===== config.mk =====
export PLATFORM = sky130hd
export DESIGN_NAME = dtsa_sqrt
export DESIGN_NICKNAME = d
export VERILOG_FILES = /design/src/hw/rtl/dtsa_pkg.sv /design/src/hw/rtl/dtsa_sqrt.sv
export SDC_FILE = /design/constraint.sdc
export NUM_CORES = 1
export LEC_CHECK = 0
export ABC_AREA = 0
export BUFFER_PORTS_ARGS = -buffer_cell sky130_fd_sc_hd__buf_2
export CELL_PAD_IN_SITES_DETAIL_PLACEMENT = 2
export CELL_PAD_IN_SITES_GLOBAL_PLACEMENT = 2
export CORE_MARGIN = 4
export CORE_UTILIZATION = 40
export CTS_CLUSTER_SIZE = 10
export DETAILED_ROUTE_END_ITERATION = 7
export PLACE_DENSITY_LB_ADDON = 0.1
export SLEW_MARGIN = 10
export SYNTH_ARGS = -nofsm -noshare
export SYNTH_HDL_FRONTEND = slang
export SYNTH_SLANG_ARGS = --single-unit

===== constraint.sdc =====
create_clock -name clock -period 7.05 [get_ports clock]
set_input_delay 1.41 -clock clock [delete_from_list [all_inputs] [get_ports clock]]
set_output_delay 1.41 -clock clock [all_outputs]
set_load 0.01 [all_outputs]

===== src/hw/rtl/dtsa_pkg.sv =====
// Package for the triangulated surface area unit.
// Holds field widths, the register map and the geometry bundle.
// No dependencies.
package dtsa_pkg;

   localparam int MAX_COLUMNS_DEFAULT = 4096;
   localparam int ELEV_W  = 24;
   localparam int SPACE_W = 24;
   localparam int COLS_W  = 13;
   localparam int AREA_W  = 63;
   localparam int RAD_W   = 128;
   localparam int ROOT_W  = 64;

   localparam logic [AREA_W-1:0] AREA_MAX = '1;

   typedef enum logic [2:0] {
      REG_COLUMNS  = 3'd0,
      REG_EW       = 3'd1,
      REG_NS       = 3'd2,
      REG_SCALE    = 3'd3,
      REG_DIAGONAL = 3'd4
   } reg_index_type;

   typedef struct packed {
      logic [SPACE_W-1:0] ew;
      logic [SPACE_W-1:0] ns;
      logic [SPACE_W-1:0] scale;
   } geom_type;

endpackage


===== src/hw/rtl/dtsa_sqrt.sv =====
// Iterative integer square root, two radicand bits per cycle.
// Uses dtsa_pkg.
module dtsa_sqrt import dtsa_pkg::*; (
   input  logic              clock,
   input  logic              reset,
   input  logic              start,
   input  logic [RAD_W-1:0]  radicand,
   output logic              done,
   output logic [ROOT_W-1:0] root
);

   logic [RAD_W-1:0]  rad_ff;
   logic [65:0]       rem_ff;
   logic [ROOT_W-1:0] root_ff;
   logic [5:0]        cnt_ff;
   logic              busy_ff;
   logic              done_ff;
   logic [67:0]       rem_sh;
   logic [67:0]       trial;
   logic              take;

   assign rem_sh = {rem_ff, rad_ff[RAD_W-1:RAD_W-2]};
   assign trial  = {2'b0, root_ff, 2'b01};
   assign take   = (rem_sh >= trial);

   always_ff @(posedge clock) begin
      if (reset) begin
         busy_ff <= 1'b0;
         done_ff <= 1'b0;
         cnt_ff  <= '0;
      end else begin
         done_ff <= 1'b0;
         if (start) begin
            busy_ff <= 1'b1;
            cnt_ff  <= '0;
         end else if (busy_ff) begin
            cnt_ff <= cnt_ff + 6'd1;
            if (cnt_ff == 6'd63) begin
               busy_ff <= 1'b0;
               done_ff <= 1'b1;
            end
         end
      end
   end

   always_ff @(posedge clock) begin
      if (start) begin
         rad_ff  <= radicand;
         rem_ff  <= '0;
         root_ff <= '0;
      end else if (busy_ff) begin
         rad_ff <= {rad_ff[RAD_W-3:0], 2'b00};
         if (take) begin
            rem_ff  <= 66'(rem_sh - trial);
            root_ff <= {root_ff[ROOT_W-2:0], 1'b1};
         end else begin
            rem_ff  <= rem_sh[65:0];
            root_ff <= {root_ff[ROOT_W-2:0], 1'b0};
         end
      end
   end

   assign done = done_ff;
   assign root = root_ff;

endmodule


==> results.py <==
metrics = {
    "finish": {
        "mostFrequentLayoutCells": "nor2_1 (194), buf_2 (194), dfxtp_1 (137)",
        "num-fill-cells": 3992,
        "drive_gt1_frac": 0.225,
        "utilization": 0.471,
        "layout.nets": 1886,
        "syn_to_final_growth_pct": 15.0,
    },
    "synth": {
        "yosysWarnings": 0,
        "ys_types": 64,
        "syn_area_per_cell_um2": 9.75,
        "netlist_area_mm2": 0.0151,
        "async_flop_share": 0,
        "synth_area_leaders": "edfxtp_1 (25%), dfxtp_1 (18%), mux2_2 (9.5%), ha_1 (5.5%), mux2i_1 (5.2%)",
        "synth-seq-area-share": 0.437,
        "synth-edff-count": 128,
        "syn_inst": 1551,
        "synth_ff_type": "dfxtp_1",
        "synth_top_cell_by_area": "edfxtp_1",
        "syn-num-nets": 1749,
        "netlist.area_leader.share": 0.254,
        "yosys_register_bits": 266,
    },
    "clock_tree": {
        "post_cts_buffers": 0,
        "htree_num_levels": 2,
        "ctsHoldBuffers": 0,
        "clk_path_buf_depth": 3,
        "worstSkewPairLatency_ns": 0.56,
        "clk_pin_slew_ns": 0.06,
        "cts_made_buffers": 34,
        "cts_resized": 0,
        "clock-sinks": 266,
        "cts_root_buf": "clkbuf_16",
        "cts_tree": "built",
    },
    "route": {
        "drc": 0,
        "wl_per_cell_um": 21.3,
        "drt_wl_total_um": 47300,
        "viasPerCell": 5.51,
        "drt_iter0_markers": 422,
        "num_vias": 12230,
        "ant_nets": 0,
        "first_pass_iters": 6,
    },
    "floorplanning": {
        "die_y_um": 202,
        "rows": 70,
        "dieArea_mm2": 0.0410,
        "ios": 196,
        "dieWidth_um": 202,
        "initial_core_util": 0.409,
        "coreArea_mm2": 0.0370,
    },
    "timing": {
        "grt_setup_unrepaired": "false",
        "finalMaxSlewViolations": 0,
        "tightest_slew_ns": 1.19,
        "max_slew_margin": 0.207,
        "skew_ns": 0.0229,
        "fin_tns_setup_ns": 0,
        "min_period_ns": 4.53,
        "finalCritPeriodShare": 0.642,
        "clock.fmax_ghz": 0.221,
        "fin_ws_ns": 2.52,
        "finalHoldViolations": 0,
        "setup_viol": 0,
        "hold_slack_ns": 0.490,
    },
    "power_and_ir_drop": {
        "power_density_mw_per_mm2": 348,
        "p_sw_w": 0.00235,
        "finalPower_w": 0.00605,
        "clockPowerShare": 0.275,
        "power.leakage_nw": 7.12,
        "switching_share": 0.389,
        "vdd_drop_max_mv": 0.228,
        "power_frac_comb": 0.410,
        "p_seq_frac": 0.315,
        "p_int_w": 0.00369,
    },
    "worst_setup_path": {
        "end_kind": "register",
        "critical_path_class": "reg2reg",
        "startpoint_type": "register",
        "worstPathArrival_ns": 4.93,
        "crit_required_ns": 7.45,
        "crit_path_max_fanout": 31,
    },
    "grt": {
        "grt_max_degree": 101,
        "antenna_found_initial": 8,
        "overflow": 0,
        "track_usage": 0.229,
        "grt_pass1_wl_um": 76500,
        "grt_pass1_vias": 13637,
    },
    "run": {
        "drv_cap": 0,
    },
    "hold_path": {
        "hp-class": "reg2reg",
    },
    "placed_design": {
        "port_buffers": 195,
        "gp_congestion": 0.833,
        "pre_cts_slack_ns": 2.44,
        "hpwl_um": 32700,
    },
    "status": {
        "status": "complete, no violations",
    },
}
## cells by family (layout without fill, tap and decap cells)
family	count (synthesis)	after routing	synth area share
XOR/XNOR	61	61	0.0353
AO/OA/AOI/OAI	337	337	0.147
AND/OR/NAND/NOR	429	429	0.127
other	0	3	0
flip-flops	266	266	0.437
multiplexers	209	209	0.149
adder cells (fa/ha/maj)	67	67	0.0554
buffers and inverters	182	343	0.0495
## per-layer routing
layer,up-vias,track usage,wire (um)
met5,-,0,87
met4,16,0.0504,826
met3,72,0.0626,2740
met2,198,0.408,23400
met1,6073,0.277,20200
li1,5871,-,-
## critical path: stages (launching register included)
cell      delay [ns]
dfxtp_1         0.38
inv_1           0.07
ha_1            0.41
nand3_1         0.17
nor4_1          0.57
o21ai_1         0.26
a311oi_1        0.34
a211oi_1        0.16
a2111o_1        0.53
nand2_1         0.37
buf_4           0.50
mux2_1          0.38
mux2i_1         0.14
nor2_1          0.06
## sequential cells by signal (all words and copies together), names as in the netlist
| name | cells |
|---|---|
| rad_ff | 128 |
| busy_ff | 1 |
| rem_ff | 66 |
| done | 1 |
| root | 64 |
| cnt_ff | 6 |
## metrics by stage
stage	area (um^2)	cells
3_5_place_dp	16400	2156
2_1_floorplan	15100	1551
6_report	17400	2219
3_3_place_gp	16400	2156
4_1_cts	17400	2216
5_1_grt	17400	2216
## final timing paths
kind / start / end / cells after the start / slack [ns]
min reg2reg: cnt_ff[5] / cnt_ff[5] / 2 / 0.49
min: cnt_ff[5] / cnt_ff[5] / 2 / 0.49
max: root[11] / rem_ff[25] / 13 / 2.52
max reg2reg: root[11] / rem_ff[25] / 13 / 2.52
## synthesized netlist by cell type (all sizes together), types with 37 or more instances
cell,count
ha,67
o21ai,49
inv,82
nor2,194
dfxtp,138
xnor2,37
mux2,131
a211oi,45
nand2,109
edfxtp,128
mux2i,78
a21oi,114
clkbuf,73
## power by group through the flow
stage / clock network, W / registers, W / logic (W)
after floorplan: 0 / 0.00189 / 0.00189
after global placement: 0 / 0.00192 / 0.00240
after detailed placement: 0 / 0.00193 / 0.00248
after CTS: 0.00172 / 0.00191 / 0.00250
after global routing: 0.00179 / 0.00192 / 0.00279
final: 0.00166 / 0.00191 / 0.00248
## area by class of cell
type                    instances  area [um^2]  area share
well taps                     504          631      0.0363
diodes                          3         7.51    0.000432
inverters                      82          308      0.0177
clock inverters                 6         77.6     0.00446
repair buffers                201         1030      0.0593
clock buffers                  54          956      0.0550
flip-flops and latches        266         6610       0.380
multi-input cells            1103         7770       0.447
(Power assumes the default switching activity.)
