`config.mk`:
```
export PLATFORM = sky130hd
export DESIGN_NAME = dtsa_tri
export DESIGN_NICKNAME = d
export VERILOG_FILES = /design/src/hw/rtl/dtsa_pkg.sv /design/src/hw/rtl/dtsa_tri.sv
export SDC_FILE = /design/constraint.sdc
export NUM_CORES = 2
export LEC_CHECK = 0
export BUFFER_PORTS_ARGS = -buffer_cell sky130_fd_sc_hd__buf_2
export CORE_UTILIZATION = 65
export CTS_BUF_LIST = sky130_fd_sc_hd__clkbuf_8 sky130_fd_sc_hd__clkbuf_16
export DETAILED_ROUTE_END_ITERATION = 6
export GPL_TIMING_DRIVEN = 0
export PLACE_DENSITY = 0.88
export SLEW_MARGIN = 20
export SYNTH_ARGS = -nofsm -noshare
export SYNTH_HDL_FRONTEND = slang
export SYNTH_SLANG_ARGS = --single-unit
```
`constraint.sdc`:
```
create_clock -name clock -period 13.6 [get_ports clock]
set_clock_uncertainty 0.2 [all_clocks]
set_input_delay 2.04 -clock clock [delete_from_list [all_inputs] [get_ports clock]]
set_output_delay 2.04 -clock clock [all_outputs]
set_load 0.005 [all_outputs]
```
`src/hw/rtl/dtsa_pkg.sv`:
```
// Package for the triangulated surface area unit.
// Holds field widths, the register map and the geometry bundle.
// No dependencies.
package dtsa_pkg;

   localparam int MAX_COLUMNS_DEFAULT = 4096;
   localparam int ELEV_W  = 24;
   localparam int SPACE_W = 24;
   localparam int COLS_W  = 13;
   localparam int AREA_W  = 63;
   localparam int RAD_W   = 128;
   localparam int ROOT_W  = 64;

   localparam logic [AREA_W-1:0] AREA_MAX = '1;

   typedef enum logic [2:0] {
      REG_COLUMNS  = 3'd0,
      REG_EW       = 3'd1,
      REG_NS       = 3'd2,
      REG_SCALE    = 3'd3,
      REG_DIAGONAL = 3'd4
   } reg_index_type;

   typedef struct packed {
      logic [SPACE_W-1:0] ew;
      logic [SPACE_W-1:0] ns;
      logic [SPACE_W-1:0] scale;
   } geom_type;

endpackage

```
`src/hw/rtl/dtsa_tri.sv`:
```
// Triangle component unit: builds the sum of the squared cross-product terms
// of one triangle with one shared 32x32 multiplier. Uses dtsa_pkg.
module dtsa_tri import dtsa_pkg::*; (
   input  logic                 clock,
   input  logic                 reset,
   input  logic                 start,
   input  geom_type             geom,
   input  logic [ELEV_W-1:0]    mag_n,
   input  logic [ELEV_W-1:0]    mag_e,
   output logic                 done,
   output logic [RAD_W-1:0]     radicand
);

   typedef enum logic [3:0] {
      D_NONE, D_K1, D_K2, D_K3, D_T1SET, D_T1HI, D_T2SET, D_T2HI,
      D_RSET, D_R0, D_R33, D_R64
   } dest_type;

   logic [4:0]  step_ff, step_in;
   logic        busy_ff, busy_in;
   logic        done_ff, done_in;
   logic [63:0] prod_ff;
   dest_type    dst_ff;
   logic [47:0] k1_ff, k2_ff, k3_ff;
   logic [71:0] t1_ff, t2_ff;
   logic [RAD_W-1:0] r_ff;

   logic [31:0] mul_a, mul_b;
   dest_type    dst;
   logic [62:0] h1, h2;
   logic [46:0] h3;
   logic [RAD_W-1:0] prod_w;

   assign h1 = t1_ff[71:9];
   assign h2 = t2_ff[71:9];
   assign h3 = k3_ff[47:1];
   assign prod_w = {64'b0, prod_ff};

   always_comb begin
      mul_a = '0;
      mul_b = '0;
      dst   = D_NONE;
      if (busy_ff) begin
         unique case (step_ff)
            5'd0: begin mul_a = {8'b0, geom.ns}; mul_b = {8'b0, geom.scale}; dst = D_K1; end
            5'd1: begin mul_a = {8'b0, geom.ew}; mul_b = {8'b0, geom.scale}; dst = D_K2; end
            5'd2: begin mul_a = {8'b0, geom.ew}; mul_b = {8'b0, geom.ns}; dst = D_K3; end
            5'd3: begin mul_a = k1_ff[31:0]; mul_b = {8'b0, mag_n}; dst = D_T1SET; end
            5'd4: begin mul_a = {16'b0, k1_ff[47:32]}; mul_b = {8'b0, mag_n}; dst = D_T1HI; end
            5'd5: begin mul_a = k2_ff[31:0]; mul_b = {8'b0, mag_e}; dst = D_T2SET; end
            5'd6: begin mul_a = {16'b0, k2_ff[47:32]}; mul_b = {8'b0, mag_e}; dst = D_T2HI; end
            5'd7: begin mul_a = h1[31:0]; mul_b = h1[31:0]; dst = D_RSET; end
            5'd8: begin mul_a = h1[31:0]; mul_b = {1'b0, h1[62:32]}; dst = D_R33; end
            5'd9: begin mul_a = {1'b0, h1[62:32]}; mul_b = {1'b0, h1[62:32]}; dst = D_R64; end
            5'd10: begin mul_a = h2[31:0]; mul_b = h2[31:0]; dst = D_R0; end
            5'd11: begin mul_a = h2[31:0]; mul_b = {1'b0, h2[62:32]}; dst = D_R33; end
            5'd12: begin mul_a = {1'b0, h2[62:32]}; mul_b = {1'b0, h2[62:32]}; dst = D_R64; end
            5'd13: begin mul_a = h3[31:0]; mul_b = h3[31:0]; dst = D_R0; end
            5'd14: begin mul_a = h3[31:0]; mul_b = {17'b0, h3[46:32]}; dst = D_R33; end
            5'd15: begin mul_a = {17'b0, h3[46:32]}; mul_b = {17'b0, h3[46:32]}; dst = D_R64; end
            default: begin mul_a = '0; mul_b = '0; dst = D_NONE; end
         endcase
      end
   end

   always_comb begin
      step_in = step_ff;
      busy_in = busy_ff;
      done_in = 1'b0;
      if (start) begin
         step_in = '0;
         busy_in = 1'b1;
      end else if (busy_ff) begin
         if (step_ff == 5'd16) begin
            busy_in = 1'b0;
            done_in = 1'b1;
         end else begin
            step_in = step_ff + 5'd1;
         end
      end
   end

   always_ff @(posedge clock) begin
      if (reset) begin
         step_ff <= '0;
         busy_ff <= 1'b0;
         done_ff <= 1'b0;
         dst_ff  <= D_NONE;
      end else begin
         step_ff <= step_in;
         busy_ff <= busy_in;
         done_ff <= done_in;
         dst_ff  <= dst;
      end
   end

   always_ff @(posedge clock) begin
      prod_ff <= mul_a * mul_b;
      unique case (dst_ff)
         D_K1:    k1_ff <= prod_ff[47:0];
         D_K2:    k2_ff <= prod_ff[47:0];
         D_K3:    k3_ff <= prod_ff[47:0];
         D_T1SET: t1_ff <= {8'b0, prod_ff};
         D_T1HI:  t1_ff <= t1_ff + {prod_ff[39:0], 32'b0};
         D_T2SET: t2_ff <= {8'b0, prod_ff};
         D_T2HI:  t2_ff <= t2_ff + {prod_ff[39:0], 32'b0};
         D_RSET:  r_ff  <= prod_w;
         D_R0:    r_ff  <= r_ff + prod_w;
         D_R33:   r_ff  <= r_ff + (prod_w << 33);
         D_R64:   r_ff  <= r_ff + (prod_w << 64);
         default: ;
      endcase
   end

   assign done     = done_ff;
   assign radicand = r_ff;

endmodule

```
==> impl_metrics.toml <==
[status]
status = "finished, violations left"
violations = "DRC, setup timing"

[clocking]
ctsRootBufferMaster = "clkbuf_16"
clock-sinks = 472
clock_path_buffers = 3
postCtsSetupRepairBufs = 0
clk_latency_ns = 0.70
cts_made_buffers = 52
htreeDepth = 2
clk_pin_slew_worst_paths_ns = 0.07
cts_tree = "done"

[logic_synthesis]
yosysTopAreaCellShare_pct = 25.7
yosys_warnings = 0
synth_nets = 9571
seq_area_frac_synth_pct = 19.1
synth_commonest_cells = "inv_1 (1,050), fa_1 (901), nand2_1 (885)"
synth_edf_count = 397
ys_types = 97
synth_largest_area_cell = "fa_1"
syn_avg_cell_area_um2 = 8.76
netlist_instances = 8010
ys_async_sr_fraction_pct = 0
ys_top_cells_by_area = "fa_1 (26%), edfxtp_1 (17%), ha_1 (9.6%), inv_1 (5.6%), nand2_1 (4.7%)"
synth_area_um2 = 70200
ys_seq_elements = 472
synth_most_common_cell = "inv_1"
synth_ff_type = "edfxtp_1"

[sta]
max_freq_mhz = 72.8
final_hold_viol_count = 0
drv_slew = 0
finalCritPeriodShare_pct = 101
min_period_ns = 13.74
maxSlewHeadroom_pct = 4.57
rsz0062_at_grt = "no"
worst_pin_slew_ns = 1.43
setup_tns_ns = -0.273
timing.final.ws_setup_ns = -0.143
setup_violations = 3

[route]
drtPass1Iterations = 7
viasPerCell = 7.15
wl_met1_um = 99200
drt-initial-drc-count = 12658
wl_um = 325000
drtAntennaViolNets = 0
met3WireLength_um = 58000
met2_length_um = 127000
drcViolationCount = 397
routed.top_layer = "met5"
wire_per_inst_um = 32.9
vias = 70506

[placed_design]
portBuffers = 251
place_hpwl_um = 253000
gp_congestion = 1.23

[power_and_ir_drop]
peakVddDrop_mv = 0.171
powerDensity_nw_per_um2 = 139
p_total_mw = 10.6
total_leakage_power_nw = 34.8

[global_route]
grt_pass1_vias = 68035
grt_pass1_wl_um = 459000
grt_use_total_pct = 59.0
antenna_found_initial = 33
grt_overflow_total = 0
grt_max_degree = 50

[cells_and_area]
post-route-util_pct = 71.2
drive_gt1_share_pct = 7.06
area_growth_pct = 8.61
final_nets = 9936

[setup_path]
startpoint_type = "flop"
end_kind = "flop"
critPathMaxFanout = 10
worst_ep_required_time_ns = 14.01
crit_type = "reg -> reg"
slowest_delay_ns = 0.80
cpMaxStageDelayCell = "buf_1"
path_common_cell = "fa_1"
critPathArrivalTime_ns = 14.15

[die]
fp.dieH_um = 331
die-width_um = 331
core-area_um2 = 107000
dieArea_um2 = 109000
start_util_pct = 65.6
num_rows = 120
ios = 252

[run]
max_cap_violations = 0

[hold_path]
min_path_type = "reg -> reg"
-- report_power, final --
group / leakage [nW] / internal [mW] / total, mW / switching (mW)
sequential: 4.10 / 1.77 / 2.43 / 0.663
clock: 0.894 / 0.873 / 1.58 / 0.705
combinational: 29.8 / 2.43 / 6.56 / 4.13
-- placed cells by master, fill, tap and decap left out, types with 138 or more instances in the layout --
cell / n
buf_2: 274
inv_1: 1055
nor2_1: 759
a21o_1: 208
ha_1: 536
a21oi_1: 409
nand2_1: 884
o21ai_0: 333
a22oi_1: 202
xnor2_1: 191
nand3_1: 138
fa_1: 901
xor2_1: 153
edfxtp_1: 397
clkbuf_1: 319
-- sequential cells by signal, summed over array words and instances (netlist names) --
name / cells
done: 1
t2_ff: 63
step_ff: 5
k3_ff: 47
prod_ff: 64
k1_ff: 48
dst_ff: 4
t1_ff: 63
busy_ff: 1
k2_ff: 48
radicand: 128
-- per-layer routing --
layer	up-vias	track usage [%]
li1	27943	-
met1	33032	67.0
met2	7117	81.2
met3	2388	28.2
met4	26	55.1
met5	-	1.83
-- final timing paths --
path	endpoint	slack, ns	from	cells after the start
max	prod_ff[61]	-0.14	step_ff[0]	32
min	step_ff[0]	0.48	step_ff[0]	2
max reg2reg	prod_ff[61]	-0.14	step_ff[0]	32
min reg2reg	step_ff[0]	0.48	step_ff[0]	2
-- cell type report --
class	instances	area, um2
clock buffer	59	1400
inverter	1051	3950
buffer	389	1540
tap	1403	1760
clock inverter	37	425
multi-input combinational	6096	51700
sequential	472	13400
antenna	37	92.6
timing repair buffer	313	1910
fill	8248	30800
-- metrics by stage --
step / instances / instance area, um2 / hold slack, ns / setup slack, ns
floorplan: 8010 / 70200 / 0.341 / 2.82
global placement: 9664 / 73200 / 0.395 / -1.89
detailed placement: 9725 / 74200 / 0.457 / -0.340
CTS: 9821 / 76100 / 0.469 / 0.136
global route: 9825 / 76200 / 0.506 / 0.0966
finish: 9857 / 76200 / 0.484 / -0.143
-- worst max-delay path, delay by kind of cell (launching register included) --
family	cells	cell delay, ns
adders and majority gates	10	4.75
and+or+nand+nor	8	2.95
AOI/OAI and AO/OA	7	2.73
buffers and inverters	6	2.43
DFF	1	0.38
xor gates and xnor gates	1	0.16
-- timing repair --
| action | in CTS | in global routing |
|---|---|---|
| hold buffers | 0 | 0 |
| endpoints found under the setup margin | 6 | 18 |
| resized for setup | 9 | 30 |
-- logic make-up (layout without fill, tap and decap cells) --
logic type	Yosys count	after routing	synth area share [%]
fa+ha+maj	1438	1438	35.3
buf+inv	1442	1849	7.75
other cells	0	37	0
xor+xnor	344	344	4.29
compound gates	1766	1766	16.8
mux	20	20	0.298
flops	472	472	19.1
simple gates	2528	2528	16.5
(Power assumes the default switching activity.)
